$ cat src/rtl/dsfs_pkg.sv
// Shared types, constants and the excitation window table of the string model.
`timescale 1ns / 1ps

package dsfs_pkg;

    localparam int DISP_W     = 32;
    localparam int COEF_W     = 18;
    localparam int GRID_W     = 9;
    localparam int CFG_IDX_W  = 3;
    localparam int CFG_DATA_W = 18;
    localparam int WIN_IDX_W  = 5;

    localparam logic [DISP_W-1:0] DISP_MAX = 32'h7FFF_FFFF;
    localparam logic [DISP_W-1:0] DISP_MIN = 32'h8000_0000;

    // Register indexes on the configuration channel.
    localparam logic [CFG_IDX_W-1:0] REG_GRID_INTERVALS = 3'd0;
    localparam logic [CFG_IDX_W-1:0] REG_COEF_CENTER    = 3'd1;
    localparam logic [CFG_IDX_W-1:0] REG_COEF_NEIGHBOUR = 3'd2;
    localparam logic [CFG_IDX_W-1:0] REG_COEF_PREVIOUS  = 3'd3;
    localparam logic [CFG_IDX_W-1:0] REG_PICKUP_POINT   = 3'd4;

    // Last value of the drain counter while the write-back pipeline empties.
    localparam logic [2:0] DRAIN_LAST = 3'd4;

    typedef enum logic [2:0] {
        ST_CLEAR,
        ST_IDLE,
        ST_TICK,
        ST_EXCITE,
        ST_DRAIN,
        ST_PICK,
        ST_PWAIT,
        ST_RESULT
    } state_t;

    typedef enum logic [2:0] {
        OP_NONE,
        OP_CLEAR,
        OP_TICK,
        OP_EXCITE,
        OP_PICK
    } cmd_op_t;

    typedef struct packed {
        cmd_op_t op;
        logic    start;
        logic    rotate;
    } ctrl_cmd_t;

    // Raised-cosine window 0.5*(1-cos(2*pi*k/9)) in Q8.24; entries past the table add zero.
    function automatic logic signed [DISP_W-1:0] win_value(input logic [WIN_IDX_W-1:0] k);
        logic signed [DISP_W-1:0] v;
        case (k)
            5'd1:    v = 32'sd1962561;
            5'd2:    v = 32'sd6931942;
            5'd3:    v = 32'sd12582912;
            5'd4:    v = 32'sd16271321;
            5'd5:    v = 32'sd16271321;
            5'd6:    v = 32'sd12582912;
            5'd7:    v = 32'sd6931942;
            5'd8:    v = 32'sd1962561;
            default: v = 32'sd0;
        endcase
        return v;
    endfunction

endpackage

$ cat src/rtl/dsfs_ctrl.sv
// Sequencer for the string model: clearing pass, tick sweep, excitation and pickup read.
`timescale 1ns / 1ps

module dsfs_ctrl #(
    parameter int MAX_POINTS   = 257,
    parameter int EXCITE_WIDTH = 10,
    localparam int AW   = $clog2(MAX_POINTS),
    localparam int IW   = (AW > dsfs_pkg::GRID_W) ? AW : dsfs_pkg::GRID_W,
    localparam int CW   = IW + 1,
    localparam int HALF = EXCITE_WIDTH / 2
) (
    input  logic                                clk,
    input  logic                                rst_n,
    input  logic                                item_valid,
    output logic                                item_ready,
    input  logic                                item_excite,
    input  logic [dsfs_pkg::GRID_W-1:0]         item_pos,
    input  logic [IW-1:0]                       n_eff,
    input  logic [dsfs_pkg::GRID_W-1:0]         pickup,
    input  logic                                out_free,
    output dsfs_pkg::ctrl_cmd_t                 cmd,
    output logic [CW-1:0]                       cmd_idx,
    output logic [dsfs_pkg::WIN_IDX_W-1:0]      cmd_win,
    output logic                                out_load
);

    localparam logic [CW-1:0] HALF_C = CW'(HALF);
    localparam logic [CW-1:0] CLEAR_LAST = CW'(MAX_POINTS - 1);
    localparam logic [dsfs_pkg::WIN_IDX_W-1:0] WIN_LAST =
        dsfs_pkg::WIN_IDX_W'(EXCITE_WIDTH - 1);

    dsfs_pkg::state_t                 state_reg, state_next;
    logic [CW-1:0]                    idx_reg, idx_next;
    logic [dsfs_pkg::WIN_IDX_W-1:0]   win_reg, win_next;
    logic [2:0]                       drain_reg, drain_next;
    logic                             tick_reg, tick_next;

    logic [CW-1:0] n_ext;
    logic [CW-1:0] pos_ext;
    logic [CW-1:0] exc_start;

    // First excited point: centre minus half the window, never below point one.
    always_comb
    begin
        n_ext   = CW'(n_eff);
        pos_ext = CW'(item_pos);
        if (pos_ext > HALF_C)
        begin
            exc_start = pos_ext - HALF_C;
        end
        else
        begin
            exc_start = '0;
        end
        if (exc_start == '0)
        begin
            exc_start = CW'(1);
        end
    end

    always_ff @(posedge clk or negedge rst_n)
    begin
        if (!rst_n)
        begin
            state_reg <= dsfs_pkg::ST_CLEAR;
            idx_reg   <= '0;
            win_reg   <= '0;
            drain_reg <= '0;
            tick_reg  <= 1'b0;
        end
        else
        begin
            state_reg <= state_next;
            idx_reg   <= idx_next;
            win_reg   <= win_next;
            drain_reg <= drain_next;
            tick_reg  <= tick_next;
        end
    end

    // Next state and counters.
    always_comb
    begin
        state_next = state_reg;
        idx_next   = idx_reg;
        win_next   = win_reg;
        drain_next = drain_reg;
        tick_next  = tick_reg;
        case (state_reg)
            dsfs_pkg::ST_CLEAR:
            begin
                if (idx_reg == CLEAR_LAST)
                begin
                    state_next = dsfs_pkg::ST_IDLE;
                end
                else
                begin
                    idx_next = idx_reg + CW'(1);
                end
            end
            dsfs_pkg::ST_IDLE:
            begin
                if (item_valid)
                begin
                    drain_next = '0;
                    win_next   = '0;
                    if (item_excite)
                    begin
                        tick_next = 1'b0;
                        idx_next  = exc_start;
                        if (exc_start >= n_ext)
                        begin
                            state_next = dsfs_pkg::ST_DRAIN;
                        end
                        else
                        begin
                            state_next = dsfs_pkg::ST_EXCITE;
                        end
                    end
                    else
                    begin
                        tick_next  = 1'b1;
                        idx_next   = '0;
                        state_next = dsfs_pkg::ST_TICK;
                    end
                end
            end
            dsfs_pkg::ST_TICK:
            begin
                if (idx_reg == n_ext)
                begin
                    state_next = dsfs_pkg::ST_DRAIN;
                end
                else
                begin
                    idx_next = idx_reg + CW'(1);
                end
            end
            dsfs_pkg::ST_EXCITE:
            begin
                if ((win_reg == WIN_LAST) || (idx_reg + CW'(1) >= n_ext))
                begin
                    state_next = dsfs_pkg::ST_DRAIN;
                end
                else
                begin
                    idx_next = idx_reg + CW'(1);
                    win_next = win_reg + dsfs_pkg::WIN_IDX_W'(1);
                end
            end
            dsfs_pkg::ST_DRAIN:
            begin
                drain_next = drain_reg + 3'd1;
                if (drain_reg == dsfs_pkg::DRAIN_LAST)
                begin
                    state_next = dsfs_pkg::ST_PICK;
                end
            end
            dsfs_pkg::ST_PICK:
            begin
                state_next = dsfs_pkg::ST_PWAIT;
            end
            dsfs_pkg::ST_PWAIT:
            begin
                state_next = dsfs_pkg::ST_RESULT;
            end
            dsfs_pkg::ST_RESULT:
            begin
                if (out_free)
                begin
                    state_next = dsfs_pkg::ST_IDLE;
                end
            end
            default:
            begin
                state_next = dsfs_pkg::ST_IDLE;
            end
        endcase
    end

    // Commands to the datapath.
    always_comb
    begin
        item_ready = 1'b0;
        out_load   = 1'b0;
        cmd.op     = dsfs_pkg::OP_NONE;
        cmd.start  = 1'b0;
        cmd.rotate = 1'b0;
        cmd_idx    = idx_reg;
        cmd_win    = win_reg;
        case (state_reg)
            dsfs_pkg::ST_CLEAR:
            begin
                cmd.op = dsfs_pkg::OP_CLEAR;
            end
            dsfs_pkg::ST_IDLE:
            begin
                item_ready = 1'b1;
                cmd.start  = item_valid;
            end
            dsfs_pkg::ST_TICK:
            begin
                cmd.op = dsfs_pkg::OP_TICK;
            end
            dsfs_pkg::ST_EXCITE:
            begin
                cmd.op = dsfs_pkg::OP_EXCITE;
            end
            dsfs_pkg::ST_DRAIN:
            begin
                cmd.rotate = tick_reg && (drain_reg == dsfs_pkg::DRAIN_LAST);
            end
            dsfs_pkg::ST_PICK:
            begin
                cmd.op  = dsfs_pkg::OP_PICK;
                cmd_idx = CW'(pickup);
            end
            dsfs_pkg::ST_PWAIT:
            begin
                cmd.op = dsfs_pkg::OP_NONE;
            end
            dsfs_pkg::ST_RESULT:
            begin
                out_load = out_free;
            end
            default:
            begin
                cmd.op = dsfs_pkg::OP_NONE;
            end
        endcase
    end

endmodule

$ cat config.mk
export PLATFORM = sky130hd
export DESIGN_NAME = dsfs_ctrl
export DESIGN_NICKNAME = d
export VERILOG_FILES = /design/src/rtl/dsfs_pkg.sv /design/src/rtl/dsfs_ctrl.sv
export SDC_FILE = /design/constraint.sdc
export NUM_CORES = 1
export LEC_CHECK = 0
export ABC_AREA = 1
export BUFFER_PORTS_ARGS = -buffer_cell sky130_fd_sc_hd__buf_2
export CAP_MARGIN = 5
export CORE_MARGIN = 2
export CORE_UTILIZATION = 30
export CTS_CLUSTER_DIAMETER = 30
export DETAILED_ROUTE_END_ITERATION = 8
export GPL_ROUTABILITY_DRIVEN = 0
export PLACE_DENSITY = 0.6
export SKIP_CTS_REPAIR_TIMING = 1
export SLEW_MARGIN = 20
export SYNTH_ARGS = -nofsm -noshare
export SYNTH_HDL_FRONTEND = slang
export SYNTH_SLANG_ARGS = --single-unit
export TNS_END_PERCENT = 20
$ cat constraint.sdc
create_clock -name clk -period 2.3 [get_ports clk]
set_clock_uncertainty 0.05 [all_clocks]
set_input_delay 0.23 -clock clk [delete_from_list [all_inputs] [get_ports clk]]
set_output_delay 0.23 -clock clk [all_outputs]
set_load 0.03 [all_outputs]
Yosys cells after proc, flatten, opt, wreduce, memory -nomap -nowiden

Index checks and enable logic that the tools add are counted.

Flip-flop bits (word level): 22
Input port bits: 32
Word-level logic and storage cells: 73
Output and inout bits: 22

Equality and inequality tests: 20
Add/subtract/negate cells: 4
Magnitude comparators: 3
Muxes and demuxes: 29
Reduce and logical (&&, ||, !) cells: 12

Operators with widths:

| kind                                                                             | number |
|---|---|
| 10-bit 2-to-1 mux                                                                | 8 |
| 10-bit one-hot mux with 4 select lines                                           | 1 |
| 3-bit 2-to-1 mux                                                                 | 9 |
| 3-bit one-hot mux with 8 select lines                                            | 1 |
| 10-bit by 9-bit >= comparator with 1-bit output                                  | 2 |
| 2-bit inequality test (second input constant)                                    | 9 |
| 3-bit equality test (second input constant)                                      | 5 |
| 3-bit one-hot mux with 4 select lines                                            | 1 |
| 10-bit by 1-bit adder with 10-bit output (second input constant)                 | 1 |
| 10-bit by 9-bit equality test with 1-bit output                                  | 1 |
| 10-bit by 9-bit equality test with 1-bit output (second input constant)          | 1 |
| 10-bit logical NOT                                                               | 1 |
| 5-bit 2-to-1 mux                                                                 | 2 |
| 5-bit one-hot mux with 2 select lines                                            | 1 |
| 9-bit by 3-bit subtractor with 10-bit output (second input constant)             | 1 |
| 9-bit by 3-bit greater-than comparator with 1-bit output (second input constant) | 1 |
| 3-bit by 2-bit equality test with 1-bit output (second input constant)           | 2 |
| 3-bit one-hot mux with 2 select lines                                            | 1 |
| 6-bit AND reduction                                                              | 1 |
| 5-bit by 1-bit adder with 5-bit output (second input constant)                   | 1 |
| 5-bit by 4-bit equality test with 1-bit output (second input constant)           | 1 |
| 1-bit 2-to-1 mux                                                                 | 5 |
| 5-bit AND reduction                                                              | 1 |
| 2-bit AND reduction                                                              | 2 |
| other kinds (8)                                                                  | 9 |

Longest topological paths before layout

Depth in word-level cells: 9
Gate-level depth with buffers: 29

Least setup slack after synthesis

OpenSTA, ideal clock, no wires.

Path kind: reg2reg
Start point: reg idx_reg[0]
End point: reg idx_reg[7]
Data arrival time: 2.275 ns
Buffers on the path: 1
Path slack: -0.146 ns
Setup time: 0.120 ns
Stages on the path, launching flop included: 20
Clock period less this slack: 2.446 ns
Cell sequence: dfrtp_1 ha_1 nand2_1 inv_1 nand2_1 nor2_1 or2_2 inv_1 ha_1 nand2_1 nor2_1 nand2_1 nand2_1 o21bai_1 nand2_2 nand2_4 nand2_4 buf_8 nand2_1 o21ai_2

Cells in the longest elaborated chain, start to end: 5
Elaborated cells on any way between the ends: 13

RTL lines:

| item                                            | line             | RTL |
|---|---|---|
| from (decl)                                     | dsfs_ctrl.sv:33  | `logic [CW-1:0] idx_reg, idx_next;` |
| from (signal assigned)                          | dsfs_ctrl.sv:74  | `idx_reg <= idx_next;` |
| 10-bit by 1-bit adder with 10-bit output        | --               |  |
| 10-bit by 9-bit >= comparator with 1-bit output | dsfs_ctrl.sv:141 | `if ((win_reg == WIN_LAST) \|\| (idx_reg + CW'(1) >= n_ext))` |
| 1-bit logical OR                                | dsfs_ctrl.sv:141 |  |
| 2-bit inequality test (no source line)          | --               |  |
| 5-bit AND reduction (no source line)            | --               |  |

Several ways; a longest one is shown, not always the timed one. The select of a mux whose other input is x is not followed.
A chain may end at the register's enable or synchronous reset.

Final worst setup path

Start point: reg idx_reg[0]
End point: reg idx_reg[0]

The elaborated chain is that of the path after synthesis.

==> flow_metrics.py <==
metrics = {
    "worst_setup_path": {
        "path_max_fanout": 6,
        "cp_data_arrival_time_ps": 2670,
        "max_stage_delay_ps": 460,
        "cp-start-kind": "flop",
        "crit_path_end_kind": "flop",
        "cpMostUsedCell": "nand2_2",
        "startpoint": "idx_reg[0]$_DFFE_PN0P_",
        "critPathSlowestCell": "dfrtp_2",
        "worstRegToRegCells": 19,
        "critPathKind": "flop to flop",
        "reg2reg_from": "idx_reg[0]$_DFFE_PN0P_",
        "required_ps": 2420,
        "worstPathCellList": "ha_4, nand2_2, inv_2, nand2_4, nand2_1, inv_1, or2_4, inv_2, ha_4, nand2_4, nor2_4, nand2_2, nand2_2, o21bai_4, nand2_2, nand2_8, nand2_8, nor2_2, a21oi_2",
        "r2r_slack_ps": -250,
        "timing.rr.end": "idx_reg[0]$_DFFE_PN0P_",
    },
    "floorplanning": {
        "core_sq_um": 8640,
        "initial_core_util": 0.307,
        "rows": 34,
        "die_area_sq_um": 9600,
        "boundaryPins": 54,
        "die_h_um": 98.0,
        "die_w_um": 98.0,
    },
    "logic_synthesis": {
        "yosys_warnings": 0,
        "ys_ff_latch": 22,
        "synth_area_per_cell_sq_um": 6.08,
        "synth_nets": 494,
        "post_synth_instance_area_sq_um": 2650,
        "syn_inst": 436,
        "yosys.area_share.adder": 0.123,
        "yosysSeqAreaShare": 0.208,
        "synthMuxAreaShare": 0,
        "synth_cell_types": 35,
        "synth_top_family_by_area": "simple AND/OR/NAND/NOR gates",
        "synthSimpleGateAreaFrac": 0.374,
        "synth_compound_area_frac": 0.124,
        "synth_xor_area_frac": 0.0364,
    },
    "power_and_ir_drop": {
        "p_per_area_nw_per_um2": 1250,
        "leakage_uw": 0.00216,
        "peakVddDrop_mv": 0.460,
    },
    "cells_and_area": {
        "diodes": 0,
        "drive_above_1_share": 0.394,
        "final_area_sq_um": 3940,
        "largest_reg_flops": 10,
        "syn_to_final_growth_pct": 48.8,
        "final_cells": 659,
        "nets": 610,
    },
    "global_routing": {
        "grt_max_degree": 23,
        "first_global_vias": 2822,
        "grt_pass1_wl_mm": 12.6,
        "track_usage": 0.155,
        "antenna_found_initial": 0,
        "grt.overflow.total": 0,
    },
    "route": {
        "firstDrtPassIters": 5,
        "final_antenna_net_count": 0,
        "first_iter_violations": 139,
        "viasPerCell": 4.66,
        "wl_per_cell_um": 12.3,
        "wl_mm": 8.09,
        "route.detailed.drc": 0,
        "dr_total_vias": 3073,
    },
    "cts": {
        "cts-root-buf": "clkbuf_8",
        "htreeDepth": 1,
        "numCtsBuffers": 3,
        "tritoncts": "yes",
        "clk_pin_slew_ps": 80,
        "clock_sinks": 22,
        "cts_buffer_depth": 2,
        "insertion_delay_ps": 270,
    },
    "sta": {
        "period_share": 1.11,
        "worst_slew_pin_slew_ps": 594,
        "finalCriticalPeriod_ps": 2550,
        "slew_headroom": 0.603,
        "rsz0062_at_grt": "yes",
        "slew_violations": 0,
        "hold_viol": 0,
        "max_freq_ghz": 0.392,
        "setup-violations-final": 18,
        "finalWorstSetupSlack_ps": -249,
    },
    "placement": {
        "hpwl_mm": 5.93,
        "dp.cells": 643,
        "portBuffers": 53,
        "placed_area_sq_um": 3430,
    },
    "run": {
        "drv_cap": 0,
    },
    "status": {
        "violations": "setup timing",
        "outcome": "finished, violations left",
    },
    "worst_hold_path": {
        "hold_path_end": "tick_reg$_DFFE_PN0P_",
        "hold_class": "input pin to flop",
        "hold_start": "item_excite",
        "hold_depth": 4,
    },
}
-- worst max-delay path by stage --
stage                                    end  slack [ps]
global route          idx_reg[0]$_DFFE_PN0P_        -330
finish                idx_reg[0]$_DFFE_PN0P_        -250
global placement    state_reg[2]$_DFFE_PN0P_        -360
floorplan             idx_reg[7]$_DFFE_PN0P_         -30
detailed placement  state_reg[2]$_DFFE_PN0P_        -430
CTS                 state_reg[0]$_DFFE_PN0P_        -320
-- per-layer routing --
layer | up-vias | wire (um) | track usage
met3 | 13 | 267 | 0.0136
met1 | 1399 | 3690 | 0.206
met2 | 76 | 3970 | 0.268
met5 | - | 0 | 0
li1 | 1585 | - | -
met4 | 0 | 168 | 0.0427
-- critical path: cells and delay by family (launching register included) --
kind | cells | cell delay (ps)
simple gates | 12 | 1160
flops | 1 | 460
fa+ha+maj | 2 | 360
compound gates | 2 | 210
buf+inv | 3 | 200
-- cell usage in the layout, fill, tap and decap left out, types with 2 or more instances in the layout --
master and instances:
nor2_2 14, ha_1 21, nand2_2 22, ha_4 5
a21oi_1 6, inv_2 10, inv_1 74, buf_2 53
nand2_1 114, nand2_8 5, nor2_4 11, nor3_1 3
a21oi_2 10, buf_4 58, nand2_4 6, nor2_1 30
xor2_1 6, nand3_1 19, o22ai_1 2, inv_4 2
o21ai_2 2, dfrtp_1 21, or2_4 2, o21ai_0 20
clkbuf_8 4, o21ai_1 4, nand4_1 3, xnor2_1 5
nand3_4 4
-- metrics by stage --
| stage | total power, uW | util | hold WS (ps) | worst slack (ps) | TNS (ps) |
|---|---|---|---|---|---|
| after floorplan | 2910 | - | -116 | -29.6 | -46.4 |
| after global placement | 3830 | 0.397 | 195 | -362 | -3790 |
| after detailed placement | 3860 | 0.397 | 197 | -434 | -4220 |
| after CTS | 4180 | 0.404 | -105 | -317 | -4210 |
| after global routing | 5360 | 0.457 | 273 | -329 | -5090 |
| final | 4950 | 0.457 | 246 | -249 | -3670 |
-- synth_stat cells, drive strengths merged --
library cell | n | area, sq um
a31o | 1 | 8.76
a31oi | 1 | 6.26
nor3 | 4 | 20.0
o21bai | 2 | 15.0
a21oi | 17 | 115
a22oi | 1 | 7.51
o21ai | 26 | 134
dfrtp | 22 | 551
xnor2 | 5 | 43.8
inv | 86 | 323
nand3b | 1 | 7.51
nand4 | 3 | 18.8
o22ai | 2 | 12.5
a21o | 1 | 7.51
or2 | 2 | 12.5
buf | 3 | 27.5
clkbuf | 2 | 8.75
a211oi | 1 | 12.5
a22o | 1 | 8.76
nor2 | 55 | 241
xor2 | 6 | 52.6
nand3 | 24 | 120
ha | 26 | 325
nand2 | 144 | 571
-- where the power goes --
part | leakage [uW] | total, uW | switching [uW] | internal (uW)
registers | 0.000272 | 735 | 181 | 555
clock network | 0.0000288 | 292 | 139 | 153
logic | 0.00186 | 3920 | 2420 | 1500
total | 0.00216 | 4950 | 2740 | 2200
-- final cells by class --
class	instances	area, sq um
tap	108	135
fill	861	4690
inverter	86	328
timing repair buffer	113	722
sequential	22	552
clock buffer	4	55.1
multi-input combinational	326	2150
-- cells by family after synthesis --
kind of cell | after synthesis
buffers and inverters | 91
flip-flops | 22
XOR/XNOR | 11
adder cells (fa/ha/maj) | 26
AO/OA/AOI/OAI | 53
AND/OR/NAND/NOR | 233
Note: power is estimated with default switching activity, not from simulation.
